`src/rtl/atli_pkg.sv`:
```
// ----------------------------------------------------------------------------
// atli_pkg
// Shared types and constants of the angle table interpolator.
// ----------------------------------------------------------------------------
`default_nettype none

package atli_pkg;

    localparam int TABLE_DEPTH_DEF = 64;
    localparam int WEIGHT_BITS     = 30;
    // rows compared per scan stage
    localparam int SCAN_CHUNK      = 8;

    // Q3.28 angle constants
    localparam logic signed [32:0] PI_Q     = 33'sd843314857;
    localparam logic signed [32:0] TWO_PI_Q = 33'sd1686629713;

    localparam logic OP_WRITE = 1'b0;
    localparam logic OP_QUERY = 1'b1;

    typedef enum logic [1:0] {
        RS_INSIDE = 2'd0,
        RS_BELOW  = 2'd1,
        RS_ABOVE  = 2'd2
    } t_range_status;

    typedef struct packed {
        logic vld;
        logic wr;
    } t_ctl;

    // For queries the angle slot carries the wrapped query angle.
    typedef struct packed {
        logic signed [31:0] angle;
        logic signed [31:0] lift;
        logic signed [31:0] drag;
        logic signed [31:0] moment;
    } t_row;

    typedef struct packed {
        t_row row0;
        t_row row1;
    } t_pair;

    // scan results: interval found, and query against the first and last rows
    typedef struct packed {
        logic found;
        logic lt_first;
        logic le_first;
        logic gt_last;
        logic ge_last;
    } t_edge;

    typedef struct packed {
        logic signed [31:0] lift;
        logic signed [31:0] drag;
        logic signed [31:0] moment;
    } t_coef;

    typedef struct packed {
        t_range_status status;
        logic          use_c1;
        t_coef         c0;
        t_coef         c1;
    } t_aux;

endpackage

`default_nettype wire

```
`src/rtl/atli_div_stage.sv`:
```
// ----------------------------------------------------------------------------
// atli_div_stage
// One restoring step of the weight divider, one quotient bit per stage.
// ----------------------------------------------------------------------------
`default_nettype none

module atli_div_stage import atli_pkg::*; (
    input  wire logic                   i_clk,
    input  wire logic                   i_rst_n,
    input  wire logic                   i_adv,
    input  wire logic                   i_vld,
    input  wire t_aux                   i_aux,
    input  wire logic [32:0]            i_den,
    input  wire logic [32:0]            i_rem,
    input  wire logic [WEIGHT_BITS-1:0] i_quo,
    output logic                        o_vld,
    output t_aux                        o_aux,
    output logic [32:0]                 o_den,
    output logic [32:0]                 o_rem,
    output logic [WEIGHT_BITS-1:0]      o_quo
);

    logic                   r_vld;
    t_aux                   r_aux;
    logic [32:0]            r_den;
    logic [32:0]            r_rem;
    logic [WEIGHT_BITS-1:0] r_quo;
    logic [33:0]            dbl;
    logic [33:0]            diff;
    logic                   ge;

    assign dbl  = {i_rem, 1'b0};
    assign diff = dbl - {1'b0, i_den};
    assign ge   = (dbl >= {1'b0, i_den});

    always_ff @(posedge i_clk) begin
        if (!i_rst_n) begin
            r_vld <= 1'b0;
        end else if (i_adv) begin
            r_vld <= i_vld;
        end
    end

    always_ff @(posedge i_clk) begin
        if (i_adv) begin
            r_aux <= i_aux;
            r_den <= i_den;
            r_rem <= ge ? diff[32:0] : dbl[32:0];
            r_quo <= {i_quo[WEIGHT_BITS-2:0], ge};
        end
    end

    assign o_vld = r_vld;
    assign o_aux = r_aux;
    assign o_den = r_den;
    assign o_rem = r_rem;
    assign o_quo = r_quo;

endmodule

`default_nettype wire

```
`config.mk`:
```
export PLATFORM = sky130hd
export DESIGN_NAME = atli_div_stage
export DESIGN_NICKNAME = d
export VERILOG_FILES = /design/src/rtl/atli_pkg.sv /design/src/rtl/atli_div_stage.sv
export SDC_FILE = /design/constraint.sdc
export NUM_CORES = 1
export LEC_CHECK = 0
export ABC_AREA = 1
export CAP_MARGIN = 20
export CORE_AREA = 2 2 229 231
export DETAILED_ROUTE_END_ITERATION = 6
export DIE_AREA = 0 0 231 233
export DONT_BUFFER_PORTS = 1
export PLACE_DENSITY_LB_ADDON = 0.05
export SYNTH_ARGS = -nofsm -noshare
export SYNTH_HDL_FRONTEND = slang
export SYNTH_SLANG_ARGS = --single-unit
```
`constraint.sdc`:
```
create_clock -name i_clk -period 4.65 [get_ports i_clk]
set_input_delay 0.6975 -clock i_clk [delete_from_list [all_inputs] [get_ports i_clk]]
set_output_delay 0.6975 -clock i_clk [all_outputs]
set_load 0.02 [all_outputs]
```
-- Yosys cells after proc, flatten, opt, wreduce, memory -nomap -nowiden
Cells that the tools add are included.
- register bits after elaboration: 292
- bits of input ports: 295
- output and inout port bits: 292
- logic and storage cells: 16
- $add $sub $neg: 1
- order comparisons: 1
- mux-type cells: 1
- operators by type and width (operator ; number):
    $ge A34 B33 Y1 ; 1
    $mux W33 ; 1
    $sub A33 B33 Y33 ; 1

-- Logic depth before layout (Yosys ltp)
- depth in word-level cells: 2
- mapped depth: 15
- gate-level depth less buffers: 14

-- Least setup slack after synthesis
No wires, ideal clock.
- path type: input port to flip-flop
- from: in i_den[28]
- to: reg r_rem[25], in the netlist o_rem[25], data pin
- setup time: 252 ps
- arrival time: 2072 ps
- required time: 4398 ps
- setup slack: 2325 ps
- stages: 13
- path buffers: 1
- cell sequence: inv_1 ha_1 nand2_1 inv_1 nand2_1 nand3_1 a21oi_1 nand2_1 nor2_4 nand2_4 buf_8 nand3_2 nand2_1
- cells in the longest elaborated chain, start to end: 2
- ends and longest elaborated chain (what ; line ; source):
    start, declared ; atli_div_stage.sv:13 ; input wire logic [32:0] i_den,
    $ge A34 B33 Y1 ; atli_div_stage.sv:34 ; assign ge = (dbl >= {1'b0, i_den});
    $mux W33 ; atli_div_stage.sv:48 ; r_rem <= ge ? diff[32:0] : dbl[32:0];
    end signal, assigned ; atli_div_stage.sv:48 ;
    end, declared ; atli_div_stage.sv:26 ; logic [32:0] r_rem;
Every way passes these cells.
A chain may end at the register's enable or synchronous reset.

-- Worst setup path after layout
- from: in i_den[21]
- to: reg r_rem[24], in the netlist o_rem[24], data pin
- cells in the longest elaborated chain, start to end: 2
- elaborated cells on any way between the ends: 3
- those cells by class: add/sub: 1; order compare: 1; mux: 1
- ends and longest elaborated chain (what ; line):
    $sub A33 B33 Y33 / $ge A34 B33 Y1 (equally long branches) ; atli_div_stage.sv:33, atli_div_stage.sv:34
    $mux W33 * ; atli_div_stage.sv:48
Mark *: on every way between the ends. The rest lies on a longest branch, timed or not.

==> flow_metrics.env <==
export IMPL_cts_tree="done"
export IMPL_wire_per_inst_um=25.42
export IMPL_synth_nets=1313
export IMPL_power_density_mw_per_mm2=484.1
export IMPL_hold_viol=0
export IMPL_die_x_um=231
export IMPL_clk_pin_slew_worst_paths_ns=0.06
export IMPL_port_buffers=0
export IMPL_final_common_cell="nand2_1"
export IMPL_synthSimpleGateAreaFrac_pct=16.10
export IMPL_antenna_found_initial=4
export IMPL_synth_warnings=0
export IMPL_rows=83
export IMPL_grt_pass1_vias=7091
export IMPL_cts_hold_buf=0
export IMPL_slew_viol_final=0
export IMPL_critical_path_arrival_ns=2.88
export IMPL_start_util_pct=23.68
export IMPL_ys_seq_elements=292
export IMPL_worstSetupStartpointType="input pin"
export IMPL_vias=7088
export IMPL_worstPathRequired_ns=4.92
export IMPL_worst_path_max_fanout=34
export IMPL_cts_buffers=36
export IMPL_drt_wl_total_um=43670
export IMPL_diodes=0
export IMPL_grt_pass1_wl_um=57860
export IMPL_timing_fmax_mhz=383.6
export IMPL_yosysSeqAreaShare_pct=72.40
export IMPL_worst_hold_path_type="in2reg"
export IMPL_final_cells=1718
export IMPL_htreeDepth=2
export IMPL_p_leak_uw=0.005686
export IMPL_worst_hold_slack_ns=0.2488
export IMPL_place_area_mm2=0.01289
export IMPL_clkSinkCount=292
export IMPL_synthMuxAreaShare_pct=0
export IMPL_routabilityCongestion=0.8673
export IMPL_core_area_mm2=0.05109
export IMPL_status="finished, final reports clean"
export IMPL_ant_nets=0
export IMPL_pwr_share_seq_pct=53.1
export IMPL_fin_setup_tns_ns=0
export IMPL_power_frac_comb_pct=6.4
export IMPL_wl_met2_um=23200
export IMPL_timing_final_crit_share_pct=56.06
export IMPL_synth_cell_types=30
export IMPL_syn_avg_cell_area_um2=12.29
export IMPL_min_period_ns=2.607
export IMPL_end_kind="flip-flop"
export IMPL_cap_violations=0
export IMPL_fin_area_mm2=0.01404
export IMPL_crit_type="in2reg"
export IMPL_synth_compound_area_share_pct=1.179
export IMPL_layout_drive_gt1_share_pct=8.382
export IMPL_fill_cells=5337
export IMPL_drt_iter0_markers=339
export IMPL_dp_cells=1657
export IMPL_slew_headroom_pct=65.12
export IMPL_crit_chain="inv_1 > ha_1 > nand2_1 > inv_1 > nand2_1 > nand2_1 > nand2_1 > nand2_1 > nand2_1 > nand2_1 > nor2_4 > nand2_4 > nand3_2 > nand2_1"
export IMPL_grt_start_max_net_pins=294
export IMPL_synthAdderAreaFrac_pct=3.579
export IMPL_clk_latency_ns=0.53
export IMPL_die_area_mm2=0.05382
export IMPL_power_switching_uw=1813
export IMPL_finalSetupViolCount=0
export IMPL_clockBufferDepth=3
export IMPL_clkPwrFrac_pct=40.5
export IMPL_die_h_um=233
export IMPL_grt_use_total_pct=15.39
export IMPL_root_buffer="clkbuf_16"
export IMPL_critical_path_slowest_cell="nor2_4"
export IMPL_synthCells=984
export IMPL_vias_per_cell=4.126
export IMPL_crit_path_frequent_cell="nand2_1"
export IMPL_p_int_uw=4982
export IMPL_p_sw_share_pct=26.69
export IMPL_syn_area_mm2=0.01210
export IMPL_top_layer="met5"
export IMPL_hpwl_um=34100
export IMPL_drcViolationCount=0
export IMPL_ctsResizeCount=0
export IMPL_ir_drop_v=0.0001820
export IMPL_drt_met1_wl_um=16540
export IMPL_fin_nets=1344
export IMPL_syn_to_final_growth_pct=16.05
export IMPL_synth_xor_area_share_pct=1.086
export IMPL_drt_first_pass_iters=4
export IMPL_met3_length_um=3128
export IMPL_rsz0062_at_grt="no"
export IMPL_post_cts_buffers=0
export IMPL_worst_clock_skew_ns=0
export IMPL_worstMarginPinSlew_ns=0.5219
export IMPL_ios=587
export IMPL_critical_path_max_stage_delay_ns=0.45
export IMPL_synth_top_family_by_area="simple AND/OR/NAND/NOR gates"
export IMPL_grt_overflow=0
export IMPL_layout_common_cells="nand2_1, edfxtp_1, inv_1"
-- cell usage after synthesis --
cell	n	share of area [%]
a21o_1	1	0.062
a21oi_1	24	0.99
and2_1	8	0.41
and3_1	1	0.052
buf_2	6	0.25
buf_6	2	0.19
buf_8	1	0.12
dfxtp_1	1	0.17
edfxtp_1	291	72
fa_1	1	0.17
ha_1	33	3.4
inv_1	159	4.9
inv_2	5	0.16
nand2_1	293	9.1
nand2_2	5	0.26
nand2_4	1	0.093
nand3_1	54	2.2
nand3_2	11	0.91
nand3b_1	10	0.62
nand4_1	2	0.10
nor2_1	37	1.1
nor2_2	7	0.36
nor2_4	3	0.28
nor3_1	6	0.25
nor3_2	1	0.083
nor4_2	1	0.10
o21ai_0	3	0.12
or2_2	2	0.10
xnor2_1	1	0.072
xor2_1	14	1.0
-- worst paths after layout --
path	from	end	slack, ns	depth (start not counted)
worst min-delay path	i_den[5]	o_den[5]$_DFFE_PP_	0.25	0
worst max register to register	o_vld$_SDFFE_PN0P_	o_vld$_SDFFE_PN0P_	3.88	2
worst min register to register	o_vld$_SDFFE_PN0P_	o_vld$_SDFFE_PN0P_	0.66	2
worst max-delay path	i_den[21]	o_rem[24]$_DFFE_PP_	2.04	14
-- layer usage --
layer / global-route usage [%] / up-vias
li1: - / 3328
met1: 17.13 / 3411
met2: 28.28 / 293
met3: 4.926 / 52
met4: 3.750 / 4
met5: 0 / -
-- critical path: cells and delay by family --
family	cells	cell delay, ns
adder cells (fa/ha/maj)	1	0.35
AND/OR/NAND/NOR	11	1.75
buffers and inverters	2	0.09
-- through the flow --
stage | power (µW) | setup slack [ns] | utilization (%)
6_report | 6796 | 2.043 | 27.48
5_1_grt | 7082 | 1.745 | 27.48
4_1_cts | 6936 | 1.941 | 27.48
3_5_place_dp | 4121 | 1.365 | 25.24
3_3_place_gp | 4135 | 1.360 | 25.24
2_1_floorplan | 3905 | 2.325 | -
-- logic make-up (layout without fill, tap and decap cells) --
group / count (synthesis) / in the layout
adder cells (fa/ha/maj): 34 / 34
AO/OA/AOI/OAI: 28 / 28
AND/OR/NAND/NOR: 442 / 442
XOR/XNOR: 15 / 15
buffers and inverters: 173 / 227
flip-flops: 292 / 292
-- power by group through the flow --
stage / Combinational (µW) / Sequential, µW / Clock [µW]
5_1_grt: 510 / 3630 / 2950
6_report: 435 / 3610 / 2750
3_3_place_gp: 448 / 3690 / 0
4_1_cts: 448 / 3630 / 2860
3_5_place_dp: 445 / 3680 / 0
2_1_floorplan: 330 / 3570 / 0
-- registers in the layout, summed over array words and instances (netlist names) --
register,flops
o_quo,30
o_vld,1
o_den,33
o_aux,195
o_rem,33
-- cell type report --
type                            count  area (µm²)  share of cell area, %
Clock buffer                       46       980.9                  6.988
Multi-Input combinational cell    519        2655                  18.91
Sequential cell                   292        8758                  62.39
Clock inverter                     15       162.7                  1.159
Inverter                          164       615.6                  4.385
Timing Repair Buffer                2       15.01                 0.1070
Tap cell                          680       850.8                  6.061
Note: power is estimated with default switching activity, not from simulation.
