`src/rtl/atli_pkg.sv`:
```
// ----------------------------------------------------------------------------
// atli_pkg
// Shared types and constants of the angle table interpolator.
// ----------------------------------------------------------------------------
`default_nettype none

package atli_pkg;

    localparam int TABLE_DEPTH_DEF = 64;
    localparam int WEIGHT_BITS     = 30;
    // rows compared per scan stage
    localparam int SCAN_CHUNK      = 8;

    // Q3.28 angle constants
    localparam logic signed [32:0] PI_Q     = 33'sd843314857;
    localparam logic signed [32:0] TWO_PI_Q = 33'sd1686629713;

    localparam logic OP_WRITE = 1'b0;
    localparam logic OP_QUERY = 1'b1;

    typedef enum logic [1:0] {
        RS_INSIDE = 2'd0,
        RS_BELOW  = 2'd1,
        RS_ABOVE  = 2'd2
    } t_range_status;

    typedef struct packed {
        logic vld;
        logic wr;
    } t_ctl;

    // For queries the angle slot carries the wrapped query angle.
    typedef struct packed {
        logic signed [31:0] angle;
        logic signed [31:0] lift;
        logic signed [31:0] drag;
        logic signed [31:0] moment;
    } t_row;

    typedef struct packed {
        t_row row0;
        t_row row1;
    } t_pair;

    // scan results: interval found, and query against the first and last rows
    typedef struct packed {
        logic found;
        logic lt_first;
        logic le_first;
        logic gt_last;
        logic ge_last;
    } t_edge;

    typedef struct packed {
        logic signed [31:0] lift;
        logic signed [31:0] drag;
        logic signed [31:0] moment;
    } t_coef;

    typedef struct packed {
        t_range_status status;
        logic          use_c1;
        t_coef         c0;
        t_coef         c1;
    } t_aux;

endpackage

`default_nettype wire

```
`src/rtl/atli_srch_stage.sv`:
```
// ----------------------------------------------------------------------------
// atli_srch_stage
// One chunk of the pipelined interval scan, with its own copy of its angles.
// ----------------------------------------------------------------------------
`default_nettype none

module atli_srch_stage import atli_pkg::*; #(
    parameter int  TABLE_DEPTH = TABLE_DEPTH_DEF,
    parameter int  BASE        = 0,
    localparam int AW          = $clog2(TABLE_DEPTH)
) (
    input  wire logic          i_clk,
    input  wire logic          i_rst_n,
    input  wire logic          i_adv,
    input  wire logic [AW-1:0] i_last,
    input  wire t_ctl          i_ctl,
    input  wire t_row          i_row,
    input  wire logic [AW-1:0] i_idx,
    input  wire t_edge         i_edge,
    input  wire logic [AW-1:0] i_pos,
    output t_ctl               o_ctl,
    output t_row               o_row,
    output logic [AW-1:0]      o_idx,
    output t_edge              o_edge,
    output logic [AW-1:0]      o_pos
);

    logic signed [31:0] r_ang [SCAN_CHUNK];
    t_ctl               r_ctl;
    t_row               r_row;
    logic [AW-1:0]      r_idx;
    t_edge              r_edge;
    logic [AW-1:0]      r_pos;
    t_edge              n_edge;
    logic [AW-1:0]      n_pos;

    always_comb begin
        n_edge = i_edge;
        n_pos  = i_pos;
        for (int i = 0; i < SCAN_CHUNK; i++) begin
            if (BASE + i < TABLE_DEPTH) begin
                if (BASE + i == 0) begin
                    n_edge.lt_first = (i_row.angle < r_ang[i]);
                    n_edge.le_first = (i_row.angle <= r_ang[i]);
                end
                if (AW'(BASE + i) == i_last) begin
                    n_edge.gt_last = (i_row.angle > r_ang[i]);
                    n_edge.ge_last = (i_row.angle >= r_ang[i]);
                end
                // first row in use above the query; row 0 never counts
                if (!n_edge.found && BASE + i > 0 && AW'(BASE + i) <= i_last
                    && r_ang[i] > i_row.angle) begin
                    n_edge.found = 1'b1;
                    n_pos        = AW'(BASE + i - 1);
                end
            end
        end
    end

    always_ff @(posedge i_clk) begin
        if (!i_rst_n) begin
            r_ctl <= '0;
        end else if (i_adv) begin
            r_ctl <= i_ctl;
        end
    end

    // writes land in this copy as they pass, so later queries see them
    always_ff @(posedge i_clk) begin
        if (i_adv) begin
            for (int i = 0; i < SCAN_CHUNK; i++) begin
                if (i_ctl.vld && i_ctl.wr && BASE + i < TABLE_DEPTH
                    && i_idx == AW'(BASE + i)) begin
                    r_ang[i] <= i_row.angle;
                end
            end
            r_row  <= i_row;
            r_idx  <= i_idx;
            r_edge <= n_edge;
            r_pos  <= n_pos;
        end
    end

    assign o_ctl  = r_ctl;
    assign o_row  = r_row;
    assign o_idx  = r_idx;
    assign o_edge = r_edge;
    assign o_pos  = r_pos;

endmodule

`default_nettype wire

```
`config.mk`:
```
export PLATFORM = sky130hd
export DESIGN_NAME = atli_srch_stage
export DESIGN_NICKNAME = d
export VERILOG_FILES = /design/src/rtl/atli_pkg.sv /design/src/rtl/atli_srch_stage.sv
export SDC_FILE = /design/constraint.sdc
export NUM_CORES = 1
export LEC_CHECK = 0
export BUFFER_PORTS_ARGS = -buffer_cell sky130_fd_sc_hd__clkbuf_2
export CAP_MARGIN = 10
export CORE_MARGIN = 5
export CORE_UTILIZATION = 40
export DETAILED_ROUTE_END_ITERATION = 8
export REMOVE_ABC_BUFFERS = 1
export SLEW_MARGIN = 0
export SYNTH_ARGS = -nofsm -noshare
export SYNTH_HDL_FRONTEND = slang
export SYNTH_SLANG_ARGS = --single-unit
```
`constraint.sdc`:
```
create_clock -name i_clk -period 4.77 [get_ports i_clk]
set_clock_uncertainty 0.2 [all_clocks]
set_input_delay 0 -clock i_clk [delete_from_list [all_inputs] [get_ports i_clk]]
set_output_delay 0 -clock i_clk [all_outputs]
set_load 0.1 [all_outputs]
```
# Word-level counts from Yosys, hierarchy flattened
# Memories as Yosys holds them, arrays and structs flattened.
# Cells that the tools add are included.
op_classes:
  muxes: 65
  reduce_logical: 41
  n_eq_ne: 14
  order_cmp: 32
ops:
  columns: ["cell", "n"]
  rows:
  - ["$gt 32x32->1", 15]
  - ["$ge 32x32->1", 8]
  - ["$mux 32", 7]
  - ["$reduce_or 32->1", 7]
  - ["$mux 1", 37]
  - ["$mux 3", 11]
  - ["$le 32x32->1", 1]
  - ["$lt 32x32->1", 1]
  - ["$eq 3x6->1 const A", 4]
  - ["$eq 6x3->1 const B", 4]
  - ["$le 3x6->1 const A", 4]
  - ["$logic_and 1x1->1", 23]
  - ["$mux 2", 10]
  - ["$eq 2x6->1 const A", 2]
  - ["$eq 6x2->1 const B", 2]
  - ["$le 2x6->1 const A", 2]
  - ["$logic_not 6->1", 2]
  - ["$logic_not 1->1", 7]
  - ["$reduce_or 7->1", 1]
  - ["$eq 1x6->1 const A", 1]
  - ["$eq 6x1->1 const B", 1]
  - ["$le 1x6->1 const A", 1]
  - ["$reduce_or 3->1", 1]
totals:
  ff_bits: 147
  word_cells: 168
  ramBits: 256
  output_inout_bits: 147
  input_bits: 156
  mem_count: 1
memory_table:
  columns: ["name", "depth", "word_bits", "rd", "rd_clocked_by_memory_dff", "write_ports", "line_no", "text"]
  rows:
  - ["r_ang", 8, 32, 8, 0, 1, "atli_srch_stage.sv:28", "logic signed [31:0] r_ang [SCAN_CHUNK];"]

# Logic depth before layout (Yosys ltp)
depth:
  depth_word: 28
  depth_mapped: 12
  mapped_depth_nobuf: 12

# Least setup slack after synthesis
# No wires, ideal clock.
synth_timing:
  path_kind: "input port to flip-flop"
  startpoint: "input port i_idx[3]"
  endpoint: "memory r_ang[0][0], enable pin"
  setup_slack_ns: 0.605
  required_ns: 4.065
  stages: 3
  n_path_buf: 0
  setup_ns: 0.505
  t_arrival_ns: 3.460
  path_cell_list: "nor3_1 nand3_1 nor4_1"
synth_via:
  elab_chain_len: 13
  elab_cells_between_ends: 61
  cone_classes: "eq/ne: 7; mux: 38; reduce/logical: 16"
synth_lines:
  columns: ["item", "line_no", "text"]
  rows:
  - ["start, declared", "atli_srch_stage.sv:18", "input wire logic [AW-1:0] i_idx,"]
  - ["$eq 6x1->1", "atli_srch_stage.sv:73", "&& i_idx == AW'(BASE + i)) begin"]
  - ["$logic_and 1x1->1", "atli_srch_stage.sv:73", null]
  - ["$mux 1", "atli_srch_stage.sv:72", "if (i_ctl.vld && i_ctl.wr && BASE + i < TABLE_DEPTH"]
  - ["$mux 1", "atli_srch_stage.sv:70", "if (i_adv) begin"]
  - ["$mux 1 (not written as such)", "atli_srch_stage.sv:74", "r_ang[i] <= i_row.angle;"]
  - ["$reduce_or 32->1 (no line)", null, null]
  - ["$mux 3 (no line) / $mux 1 (equally long branches) (7 in series)", null, null]
  - ["end, declared", "atli_srch_stage.sv:28", null]
# Parallel ways exist; a longest one is shown, timed or not.

# Worst setup path after layout
layout_timing:
  startpoint: "input port i_row[124] in the netlist's numbering"
  endpoint: "register r_pos[5] (netlist: o_pos[5]), data pin"
layout_via:
  elab_chain_len: 27
  elab_cells_between_ends: 33
  cone_classes: "order compare: 7; mux: 6; reduce/logical: 20"
layout_lines:
  columns: ["item", "line_no", "text"]
  rows:
  - ["start, declared", "atli_srch_stage.sv:17", "input wire t_row i_row,"]
  - ["$gt 32x32->1", "atli_srch_stage.sv:52", "&& r_ang[i] > i_row.angle) begin"]
  - ["$logic_and 1x1->1", "atli_srch_stage.sv:52", null]
  - ["$mux 1", "atli_srch_stage.sv:51", "if (!n_edge.found && BASE + i > 0 && AW'(BASE + i) <= i_last"]
  - ["$logic_not 1->1", "atli_srch_stage.sv:51", null]
  - ["$logic_and 1x1->1", "atli_srch_stage.sv:51", null]
  - ["$logic_and 1x1->1", "atli_srch_stage.sv:52", null]
  - ["$mux 1", "atli_srch_stage.sv:51", null]
  - ["$logic_not 1->1", "atli_srch_stage.sv:51", null]
  - ["(+11 left out)", null, null]
  - ["$logic_not 1->1", "atli_srch_stage.sv:51", null]
  - ["$logic_and 1x1->1", "atli_srch_stage.sv:51", null]
  - ["$logic_and 1x1->1", "atli_srch_stage.sv:52", null]
  - ["$mux 1", "atli_srch_stage.sv:51", null]
  - ["$logic_not 1->1", "atli_srch_stage.sv:51", null]
  - ["$logic_and 1x1->1", "atli_srch_stage.sv:51", null]
  - ["$logic_and 1x1->1", "atli_srch_stage.sv:52", null]
  - ["$reduce_or 7->1 (no line) (*)", null, null]
  - ["end signal, assigned", "atli_srch_stage.sv:80", "r_pos <= n_pos;"]
  - ["end, declared", "atli_srch_stage.sv:33", "logic [AW-1:0] r_pos;"]
# Mark *: on every way between the ends. The rest lies on a longest branch, timed or not.
# A chain may end at the register's enable or synchronous reset.

==> run summary <==
The clock sink count is ~400. The final setup TNS came out at 0 ns. The root cell of the clock tree is sky130_fd_sc_hd__clkbuf_16. The initial antenna violation count is 3. The worst reg-to-reg path cell count came out at 11.

The final cell count without fillers is 2476. The kind of end point of the critical path is a flip-flop. The overall overflow remaining after global route is 0. The number of warnings issued by yosys is 0.

The busiest metal layer after global routing is met2. The maximum net fanout on the critical path is 11. The most used standard cell by instance count after synthesis is sky130_fd_sc_hd__edfxtp_1.

The effective utilization at floorplan came out at 0.406. The routed via count divided by cell count came out at between 5 and 6. The first-pass GRT wire length came out at around 80000 um.

The flow ran to the end, and the final reports show no timing, DRC or antenna violations. The antenna violation net count after detailed routing is 0. Following the worst setup path forward leads to its endpoint at o_pos[5].

The share of the Yosys chip area taken by registers is 0.653. The adder-cell area share of the yosys netlist came out at 0.173. The xor/xnor cell area share of the yosys netlist is 0.00142.

After detailed placement, the design holds a cell count of between 2000 and 2500. The via count of the routed design is 12900. The violation count after the first detailed-route iteration came out at between 800 and 900. The tool flagged a number of max-cap violations equal to 0. For this run, global-route usage on met1 was measured as 0.275. The post-route DRC violation count came out at 0. The power per cell area is ~360 mW/mm2. The count of standard-cell rows came out at between 70 and 80. The total design power came out at between 8 and 9 mW. Summed over all instances, the cell type with the most area after synthesis is sky130_fd_sc_hd__edfxtp_1. The number of hold violations in the final report came out at 0. The final-stage net count is 2256. The time the worst path needs with I/O delays and setup is between 4 and 5 ns. The synthesis-stage register bit count is 403.

The tightest slew margin relative to the limit is 0.228. The clock passes through at most 3 buffers. The die covers slightly above 0.05 mm2. Synthesis instantiated 64 different standard cells from the library. The internal reg-to-reg setup slack came out at around 0.44 ns. The core area came out at around 0.046 mm2.

In the finished design, the share of the clock period the worst path needs comes to 0.940. The worst setup path startpoint is i_row[124]. The async set or reset register ratio after synthesis is 0. In the global route stage, met2 resource usage came out at 0.340. TritonCTS built the clock tree. For this run, the total global-route usage over all layers was measured as 0.206.

The min-delay analysis places its worst path in the category in -> reg. The later-pin clock latency in the skew report is ~0.57 ns. The number of buffers added by the clock tree synthesis step came out at 46.

Among all flip-flop cells after synthesis, the most frequent one is sky130_fd_sc_hd__edfxtp_1. The highest clock frequency the design can meet came out at between 0.2 and 0.25 GHz. The cell area after synthesis is ~0.018 mm2. The worst reg2reg path endpoint is o_pos[5]. The critical path is of the in -> reg type. The compound-gate portion of the synthesized area came out at 0.0864. The commonest cells after synthesis are sky130_fd_sc_hd__edfxtp_1, sky130_fd_sc_hd__ha_1, sky130_fd_sc_hd__a21oi_1. Of the post-synthesis cell area, the part taken by muxes is 0.00217. The number of instances in the synthesized netlist came out at roughly 1200. The category of the worst setup path launch point is an input pin. The global placement routability congestion is 0.884. The transition time of the tightest slew-check pin came out at about 1.2 ns. The horizontal extent of the die came out at roughly 230 um. The H-tree was split into 2 levels. Yosys mapped a number of flops with a built-in enable equal to between 400 and 500. The die extent in y came out at 225 um. Setup repair after global routing left no endpoint under its margin. The number of global-route vias before repair came out at approximately 14000. Summed over all nets, the half-perimeter wirelength after detailed placement is about 35000 um. In the final routed layout, each cell accounts on average for 21.3 um. IR analysis of the VDD net gives a maximum drop of between 0.0003 and 0.0004 V. The global routing met3 resource utilization came out at 0.0470. The post-detailed-routing wire length came out at about 53000 um.

Of the cells placed in the final design, the portion with a size suffix greater than 1 is 0.210. The area growth from synthesis to layout is 34.9%. The number of placed I/O pins is 303.

The first-pass detailed-route iteration total is 7. STA puts the critical path data required time at between 4 and 5 ns. The share of Yosys cell area claimed by the top area cell type is 0.651. The data arrival time of the critical path is approximately 4.6 ns. Buffers placed on the I/O ports in this run total 300. The count of final max-slew check failures came out at 0. In the post-synthesis netlist, the biggest area contributors are sky130_fd_sc_hd__edfxtp_1, sky130_fd_sc_hd__ha_1, sky130_fd_sc_hd__a21oi_1, sky130_fd_sc_hd__a21o_1, sky130_fd_sc_hd__inv_1.

The cell leakage power came out at approximately 10 nW. In this run the critical register-to-register path is launched from r_ang[1][95]. The synthesized area per cell is around 15 um2.

The setup-violating endpoint count in the final report is 0. The main combinational cell family by area after synthesis is adder cells. The maximum number of pins on one net before global-route repair is between 100 and 150. The simple-gate area share of the yosys netlist is 0.0671.

The clock input transition at the sequential cells of the worst setup and hold paths is about 0.06 ns.
-- kinds of logic after synthesis --
group           Yosys count
buf+inv                  80
flops                   403
mux                       4
compound gates          243
xor+xnor                  3
simple gates            234
fa+ha+maj               256
-- repair_timing --
action,4_1_cts,5_1_grt
setup buffers,0,0
hold buffers,259,0
endpoints found under the setup margin,0,1
gates resized for setup,0,1
hold endpoints to repair,514,0
-- layer usage --
layer	routed length, um	up-vias	share of wire
met1	22700	6208	0.43
met4	1200	0	0.023
met5	0	-	0
met3	3910	70	0.074
met2	25000	490	0.47
li1	-	6090	-
-- where the power goes --
group | internal, mW | total, mW | switching [mW]
clock network | 1.96 | 3.33 | 1.37
registers | 4.01 | 4.05 | 0.0400
logic | 0.378 | 1.49 | 1.12
total | 6.35 | 8.88 | 2.53
-- cells in the final DEF, fill, tap and decap left out, types with 10 or more instances in the layout --
cell type,instances
sky130_fd_sc_hd__nand2_1,48
sky130_fd_sc_hd__dlygate4sd3_1,259
sky130_fd_sc_hd__clkbuf_2,299
sky130_fd_sc_hd__a211oi_1,12
sky130_fd_sc_hd__a21o_1,39
sky130_fd_sc_hd__a31oi_1,11
sky130_fd_sc_hd__nor2b_1,17
sky130_fd_sc_hd__o21ai_0,34
sky130_fd_sc_hd__nor3_1,15
sky130_fd_sc_hd__inv_1,75
sky130_fd_sc_hd__nand3_1,32
sky130_fd_sc_hd__a21oi_1,80
sky130_fd_sc_hd__edfxtp_1,401
sky130_fd_sc_hd__buf_4,18
sky130_fd_sc_hd__clkbuf_1,11
sky130_fd_sc_hd__clkinv_1,10
sky130_fd_sc_hd__nor2_1,28
sky130_fd_sc_hd__ha_1,256
sky130_fd_sc_hd__clkbuf_16,49
sky130_fd_sc_hd__nand4_1,42
-- final cells by class --
type                       count  area, um2
fill                        3633      20600
sequential                   403      12100
multi-input combinational    740       6170
timing repair buffer         578       4260
clock buffer                  60       1270
tap                          600        751
inverter                      75        282
clock inverter                17        126
antenna                        3       7.51
-- registers in the layout, summed over array words and instances, names as in the netlist --
name / cells
o_edge: 5
r_ang: 256
o_idx: 6
o_pos: 6
o_ctl: 2
o_row: 128
-- worst max-delay path: stages --
cell and delay [ns]:
sky130_fd_sc_hd__dlygate4sd3_1 0.54, sky130_fd_sc_hd__clkbuf_2 0.28, sky130_fd_sc_hd__inv_1 0.25, sky130_fd_sc_hd__ha_1 0.36, sky130_fd_sc_hd__nand3_1 0.09, sky130_fd_sc_hd__nor3_1 0.59, sky130_fd_sc_hd__o21ai_0 0.18, sky130_fd_sc_hd__o21ai_0 0.52
sky130_fd_sc_hd__a21oi_1 0.19, sky130_fd_sc_hd__mux2i_1 0.21, sky130_fd_sc_hd__o32a_1 0.44, sky130_fd_sc_hd__a31oi_1 0.29, sky130_fd_sc_hd__nor2b_1 0.08, sky130_fd_sc_hd__dlygate4sd3_1 0.56
-- worst min path at each step --
stage / from / end / slack [ns] / cells after the start
CTS: i_row[8] / o_row[8] / 0.001 / 2
detailed placement: i_row[21] / o_row[21] / -0.02 / 1
finish: i_ctl[1] / r_ang[0][2] / 0.03 / 4
floorplan: i_idx[0] / o_idx[0] / -0.10 / 0
global route: i_row[8] / o_row[8] / 0.008 / 2
global placement: i_row[85] / o_row[85] / -0.02 / 1
-- through the flow --
step                hold WS (ns)  cell area, um2  worst slack [ns]  utilization
detailed placement       -0.0214           20900             0.870        0.459
global route             0.00758           24900             0.107        0.547
CTS                      0.00116           24900             0.209        0.547
floorplan                 -0.101           18500             0.605            -
finish                    0.0273           24900             0.286        0.547
global placement         -0.0237           20900             0.883        0.459
Note: power is estimated with default switching activity, not from simulation.
